## src/design/mbsd_pkg.sv

```systemverilog
`timescale 1ns / 1ps
// ----------------------------------------------------------------------------
// mbsd_pkg
// Shared types and constants for the multi-button shift debouncer.
// ----------------------------------------------------------------------------
package mbsd_pkg;

    localparam int BUTTON_TOTAL = 4;
    localparam int IDX_W        = (BUTTON_TOTAL > 1) ? $clog2(BUTTON_TOTAL) : 1;
    localparam int HIST_W       = 8;

    localparam logic [HIST_W-1:0] HISTORY_RESET = 8'h55;
    localparam logic [HIST_W-1:0] MASK_RESET    = 8'h0F;

    // stream layout
    localparam int IN_DATA_W  = 8;   // pin_levels[3:0], button_index[5:4]
    localparam int IN_USER_W  = 2;   // action
    localparam int OUT_DATA_W = 8;   // down_flags[3:0], event_seen[4]

    // config port
    localparam int APB_ADDR_W = 3;
    localparam int APB_DATA_W = 32;
    localparam logic REG_MASK_IDX = 1'b0;

    typedef enum logic [1:0] {
        ACT_TICK          = 2'd0,
        ACT_TAKE_PRESSED  = 2'd1,
        ACT_TAKE_RELEASED = 2'd2
    } t_action;

    typedef enum logic [1:0] {
        ST_UP      = 2'd0,
        ST_DOWN    = 2'd1,
        ST_UNKNOWN = 2'd3
    } t_status;

endpackage

```

## src/design/multi_button_shift_debouncer_core.sv

```systemverilog
`timescale 1ns / 1ps
// ----------------------------------------------------------------------------
// multi_button_shift_debouncer_core
// Shift-register debouncer for several active-low buttons with sticky
// pressed/released events and an APB register for the agreement mask.
// ----------------------------------------------------------------------------
// Channel   Dir  Handshake                  Payload
// s_axis    in   i_s_axis_tvalid/o_tready   tdata: pins, index; tuser: action
// m_axis    out  o_m_axis_tvalid/i_tready   tdata: down flags, event seen
// apb       in   psel/penable/pready        active_window_mask at 0x0
//
// One item per cycle while the result register is empty or being drained;
// each item is registered straight into the result register. State updates at the edge an item is accepted.
// Synchronous active-low reset; history 0x55, status unknown, mask 0x0F.
// Input is taken while the result register is empty or being drained.
// ----------------------------------------------------------------------------
module multi_button_shift_debouncer_core (
    input  logic                          i_clk,
    input  logic                          i_rst_n,
    // stream in
    input  logic                          i_s_axis_tvalid,
    output logic                          o_s_axis_tready,
    input  logic [mbsd_pkg::IN_DATA_W-1:0]  i_s_axis_tdata, // [3:0] pin_levels, [5:4] button_index
    input  logic [mbsd_pkg::IN_USER_W-1:0]  i_s_axis_tuser, // [1:0] action
    // stream out
    output logic                          o_m_axis_tvalid,
    input  logic                          i_m_axis_tready,
    output logic [mbsd_pkg::OUT_DATA_W-1:0] o_m_axis_tdata, // [3:0] down_flags, [4] event_seen
    // config
    input  logic                          psel,
    input  logic                          penable,
    input  logic                          pwrite,
    input  logic [mbsd_pkg::APB_ADDR_W-1:0] paddr,
    input  logic [mbsd_pkg::APB_DATA_W-1:0] pwdata,
    output logic [mbsd_pkg::APB_DATA_W-1:0] prdata,
    output logic                          pready
);
    import mbsd_pkg::*;

    logic [HIST_W-1:0]       r_mask;
    logic [HIST_W-1:0]       r_hist [BUTTON_TOTAL];
    t_status                 r_status [BUTTON_TOTAL];
    logic [BUTTON_TOTAL-1:0] r_pressed_pend;
    logic [BUTTON_TOTAL-1:0] r_released_pend;
    logic                    r_out_valid;
    logic [OUT_DATA_W-1:0]   r_out_data;

    logic [HIST_W-1:0]       n_hist [BUTTON_TOTAL];
    t_status                 n_status [BUTTON_TOTAL];
    logic [BUTTON_TOTAL-1:0] n_pressed_pend;
    logic [BUTTON_TOTAL-1:0] n_released_pend;
    logic [BUTTON_TOTAL-1:0] n_down;
    logic                    n_seen;

    logic                    w_in_fire;
    logic                    w_cfg_wr;
    logic [BUTTON_TOTAL-1:0] w_pins;
    logic [IDX_W-1:0]        w_idx;
    t_action                 w_action;
    logic [HIST_W-1:0]       w_sel [BUTTON_TOTAL];
    logic [BUTTON_TOTAL-1:0] w_cur_down;
    logic [BUTTON_TOTAL-1:0] w_cur_up;

    assign pready          = 1'b1;
    assign w_cfg_wr        = psel & penable & pwrite & pready;
    assign prdata          = (paddr[2] == REG_MASK_IDX)
                             ? {{(APB_DATA_W-HIST_W){1'b0}}, r_mask} : '0;

    assign o_s_axis_tready = ~r_out_valid | i_m_axis_tready;
    assign w_in_fire       = i_s_axis_tvalid & o_s_axis_tready;
    assign o_m_axis_tvalid = r_out_valid;
    assign o_m_axis_tdata  = r_out_data;

    assign w_pins   = i_s_axis_tdata[BUTTON_TOTAL-1:0];
    assign w_idx    = i_s_axis_tdata[4 +: IDX_W];
    assign w_action = t_action'(i_s_axis_tuser);

    always_comb begin
        for (int i = 0; i < BUTTON_TOTAL; i++) begin
            n_hist[i]   = r_hist[i];
            n_status[i] = r_status[i];
            w_sel[i]    = '0;
        end
        n_pressed_pend  = r_pressed_pend;
        n_released_pend = r_released_pend;
        n_seen          = 1'b0;
        case (w_action)
            ACT_TICK: begin
                for (int i = 0; i < BUTTON_TOTAL; i++) begin
                    n_hist[i] = {r_hist[i][HIST_W-2:0], ~w_pins[i]};
                    w_sel[i]  = n_hist[i] & r_mask;
                    if (w_sel[i] == r_mask) begin
                        if (r_status[i] == ST_UP) n_pressed_pend[i] = 1'b1;
                        n_status[i] = ST_DOWN;
                    end else if (w_sel[i] == '0) begin
                        if (r_status[i] == ST_DOWN) n_released_pend[i] = 1'b1;
                        n_status[i] = ST_UP;
                    end
                end
            end
            ACT_TAKE_PRESSED: begin
                n_seen                = r_pressed_pend[w_idx];
                n_pressed_pend[w_idx] = 1'b0;
            end
            ACT_TAKE_RELEASED: begin
                n_seen                 = r_released_pend[w_idx];
                n_released_pend[w_idx] = 1'b0;
            end
            default: begin
            end
        endcase
        for (int i = 0; i < BUTTON_TOTAL; i++) begin
            n_down[i]     = (n_status[i] == ST_DOWN);
            w_cur_down[i] = (r_status[i] == ST_DOWN);
            w_cur_up[i]   = (r_status[i] == ST_UP);
        end
    end

    always_ff @(posedge i_clk) begin
        if (!i_rst_n) begin
            r_mask          <= MASK_RESET;
            r_pressed_pend  <= '0;
            r_released_pend <= '0;
            r_out_valid     <= 1'b0;
            for (int i = 0; i < BUTTON_TOTAL; i++) begin
                r_hist[i]   <= HISTORY_RESET;
                r_status[i] <= ST_UNKNOWN;
            end
        end else begin
            if (w_cfg_wr && paddr[2] == REG_MASK_IDX) begin
                r_mask <= pwdata[HIST_W-1:0];
            end
            if (w_in_fire) begin
                r_pressed_pend  <= n_pressed_pend;
                r_released_pend <= n_released_pend;
                for (int i = 0; i < BUTTON_TOTAL; i++) begin
                    r_hist[i]   <= n_hist[i];
                    r_status[i] <= n_status[i];
                end
                r_out_valid <= 1'b1;
            end else if (i_m_axis_tready) begin
                r_out_valid <= 1'b0;
            end
        end
    end

    // result payload, no reset
    always_ff @(posedge i_clk) begin
        if (w_in_fire) begin
            r_out_data <= {{(OUT_DATA_W-BUTTON_TOTAL-1){1'b0}}, n_seen, n_down};
        end
    end

    // a new pressed event only appears on a button that just went down
    a_pressed_on_down: assert property (@(posedge i_clk) disable iff (!i_rst_n)
        ((r_pressed_pend & ~$past(r_pressed_pend)) & ~w_cur_down) == '0)
        else $error("pressed event latched without down status");

    // a new released event only appears on a button that just went up
    a_released_on_up: assert property (@(posedge i_clk) disable iff (!i_rst_n)
        ((r_released_pend & ~$past(r_released_pend)) & ~w_cur_up) == '0)
        else $error("released event latched without up status");

    // a tick never reports an event
    a_tick_no_event: assert property (@(posedge i_clk) disable iff (!i_rst_n)
        (w_in_fire && w_action == ACT_TICK) |=> (r_out_data[BUTTON_TOTAL] == 1'b0))
        else $error("event_seen set on a tick");

endmodule
```

## config.mk

```make
export PLATFORM = sky130hd
export DESIGN_NAME = multi_button_shift_debouncer_core
export DESIGN_NICKNAME = d
export VERILOG_FILES = /design/src/design/mbsd_pkg.sv /design/src/design/multi_button_shift_debouncer_core.sv
export SDC_FILE = /design/constraint.sdc
export NUM_CORES = 1
export LEC_CHECK = 0
export BUFFER_PORTS_ARGS = -buffer_cell sky130_fd_sc_hd__buf_2
export CAP_MARGIN = 20
export CORE_MARGIN = 3
export CORE_UTILIZATION = 45
export DETAILED_ROUTE_END_ITERATION = 10
export GPL_ROUTABILITY_DRIVEN = 1
export PLACE_DENSITY = 0.71
export RECOVER_POWER = 100
export SLEW_MARGIN = 5
export SYNTH_ARGS = -nofsm -noshare
export SYNTH_HDL_FRONTEND = slang
export SYNTH_SLANG_ARGS = --single-unit
```

## constraint.sdc

```tcl
create_clock -name i_clk -period 3.3 [get_ports i_clk]
set_input_delay 0.66 -clock i_clk [delete_from_list [all_inputs] [get_ports i_clk]]
set_output_delay 0.66 -clock i_clk [all_outputs]
set_load 0.02 [all_outputs]
```

==> flow_metrics.tcl <==
set metrics [dict create \
    critical_path_required_ns 3.38 \
    maxCapViolations 0 \
    cts_hold_buf 0 \
    r2r_end "r_status[0][1]" \
    clk_pin_slew_ns 0.06 \
    final_cell_count_no_fill 462 \
    core-area_mm2 0.006869 \
    tns_ns 0 \
    p_total_mw 1.549 \
    yosys_warnings 0 \
    rows 30 \
    cts_resized 0 \
    vias 2556 \
    fill_cells 634 \
    netSwitchingPower_mw 0.4143 \
    yosysSeqAreaShare_pct 48.57 \
    postCtsSetupBuffers 0 \
    relSlewSlack_pct 11.66 \
    drc 0 \
    insertion_delay_ns 0.33 \
    pwr-share-clk_pct 33.6 \
    antenna_cells 0 \
    cp_slowest_stage_delay_ns 1.11 \
    fin_skew_ns 0.008286 \
    power_switching_share_pct 26.75 \
    wl_per_cell_um 16.42 \
    endpoint_kind "register" \
    clockRootBuffer "clkbuf_8" \
    ioPinCount 95 \
    io_buffers 38 \
    worstPathCellList "inv_1 -> o22ai_1 -> nor4b_1 -> nand2_1 -> a31o_2" \
    clock-sinks 58 \
    avgSynthCellArea_um2 9.956 \
    multiInputGateArea_mm2 0.001379 \
    powerDensity_mw_per_mm2 441.9 \
    ys_ff_latch 58 \
    drt_first_iter_violations 224 \
    power.leakage_nw 1.260 \
    fp.dieH_um 90.80 \
    final_max_slew_viol_count 0 \
    layout_min_cycle_time_ns 2.539 \
    grt_pass1_wl_um 12110 \
    slowest_stage "nor4b_1" \
    crit_type "register to register" \
    crit_cells 5 \
    critPathLaunchType "register" \
    gr-total-overflow 0 \
    mostFrequentLayoutCell "edfxtp_1" \
    grt_start_max_net_pins 29 \
    r2r-start "r_mask[7]" \
    cp-endpoint "r_status[0][1]" \
    ys_types 42 \
    fin_nets 416 \
    grt_pass1_vias 2443 \
    synth_cells 325 \
    gp_congestion 0.8804 \
    status "finished clean" \
    synth-edff-count 41 \
    rsz0062_at_grt "false" \
    synth_async_sr_flop_share_pct 0 \
    synth_area_mm2 0.003236 \
    synth_ff_type "edfxtp_1" \
    timing.reg2reg.setup_slack_ns 0.76 \
    postLayoutCellArea_mm2 0.003505 \
    start_util_pct 47.10 \
    die_x_um 90.80 \
    cts_tree "done" \
    drt_wl_total_um 7586 \
    numCtsBuffers 9 \
    hold_path.class "register to register" \
    seqPwrFrac_pct 54.3 \
    dp_cells 446 \
    fin_crit_sh_pct 76.93 \
    dieArea_mm2 0.008244 \
    drive_above_1_share_pct 16.39 \
    peakVddDrop_uv 284.9 \
    cp_max_fo 6 \
    seq_area_mm2 0.001572 \
    ant_nets 0 \
    cts_max_level 3 \
    p_int_mw 1.134 \
    area_growth_pct 8.314 \
    dp_hpwl_um 5288 \
    vias_per_cell 5.532 \
    critPathTopFamily "simple AND/OR/NAND/NOR gates" \
    track_usage_pct 18.42 \
    clock.fmax_ghz 0.3939 \
    setup_violations 0 \
    worst_slew_pin_slew_ns 1.307 \
    reg2reg_depth 5 \
    clockBufferDepth 2 \
    worst-path-buf-inv 1 \
    final_cell_mix "edfxtp_1, nand2_1, conb_1" \
    antenna_found_initial 0 \
    hold_violations 0 \
    drtPass1Iterations 5 \
    crit_arrival_ns 2.62 \
    post_dp_cell_area_mm2 0.003402 \
    p_comb_share_pct 12.0 \
    critPathLaunch "r_mask[7]" \
]
## metrics by stage
step	util [%]	setup WS (ns)	hold WS, ns
after floorplan	-	0.8047	0.4770
after global placement	49.53	1.061	0.5007
after detailed placement	49.53	1.018	0.5141
after CTS	51.75	1.307	0.5246
after global routing	51.02	0.5788	0.5565
final	51.02	0.7613	0.5305
## cell type report
class                      count  share of cell area [%]
clock buffer                  11                   3.749
timing repair buffer          43                   5.784
clock inverter                 5                  0.6069
tap                           96                   3.427
multi-input combinational    228                   39.34
sequential                    58                   44.84
inverter                      21                   2.249
## Yosys cell counts (3+ instances only)
library cell  count  area [um^2]
clkbuf_1          9        33.78
nand3_1           9        45.04
edfxtp_1         41         1231
a31o_2            6        52.55
nor2_1           19        71.32
buf_2             7        35.03
nor2b_1           5        31.28
ha_1              3        37.54
inv_1            18        67.56
a21oi_1           6        30.03
nand4_1           8        50.05
and2_1            9        56.30
buf_4            28        210.2
o31ai_1           4        30.03
a31oi_1           4        25.02
o21ai_0           6        30.03
nand2_1          30        112.6
inv_2             3        11.26
or2_2             8        50.05
nand2b_1         17        106.4
o22ai_1          12        75.07
o211ai_1          6        45.04
dfxtp_1          17        340.3
nor4b_2           4        60.06
a22oi_1          21        157.7
## worst min-delay path: cells and delay by family (launching register included)
kind | cells | cell delay [ns]
flip-flops | 1 | 0.32
AO/OA/AOI/OAI | 1 | 0.08
AND/OR/NAND/NOR | 1 | 0.08
## cell families after synthesis
group | share of synthesized area [%]
other | 0.2321
AO/OA/AOI/OAI | 17.63
buffers and inverters | 11.06
adder cells (fa/ha/maj) | 1.160
AND/OR/NAND/NOR | 19.95
flip-flops | 48.57
multiplexers | 1.392
## flip-flops by register name (all words and copies together) (netlist names)
| name | count |
|---|---|
| r_pressed_pend | 4 |
| o_m_axis_tvalid | 1 |
| o_m_axis_tdata | 5 |
| r_mask | 8 |
| r_hist | 28 |
| r_released_pend | 4 |
| r_status | 8 |
## worst min-delay path by stage
stage,slack [ns],startpoint,end,depth (start not counted)
6_report,0.53,r_pressed_pend[0],r_pressed_pend[0],2
5_1_grt,0.56,r_pressed_pend[0],r_pressed_pend[0],2
4_1_cts,0.52,r_pressed_pend[0],r_pressed_pend[0],2
3_5_place_dp,0.51,r_pressed_pend[0],r_pressed_pend[0],2
3_3_place_gp,0.50,r_pressed_pend[0],r_pressed_pend[0],2
2_1_floorplan,0.48,r_pressed_pend[0],r_pressed_pend[0],2
## layer usage
layer,track usage [%],wire (um),share of wire (%),up-vias
li1,-,-,-,1209
met1,24.17,3340,44,1198
met2,29.83,3549,47,135
met3,2.833,561,7.4,14
met4,8.794,135,1.8,0
met5,0,0,0,-
## power groups by stage
| stage | clock network (mW) | logic, mW | registers (mW) |
|---|---|---|---|
| 2_1_floorplan | 0 | 0.159 | 0.850 |
| 3_3_place_gp | 0 | 0.187 | 0.854 |
| 3_5_place_dp | 0 | 0.190 | 0.854 |
| 4_1_cts | 0.528 | 0.191 | 0.840 |
| 5_1_grt | 0.564 | 0.204 | 0.845 |
| 6_report | 0.521 | 0.186 | 0.842 |
(Power assumes the default switching activity.)
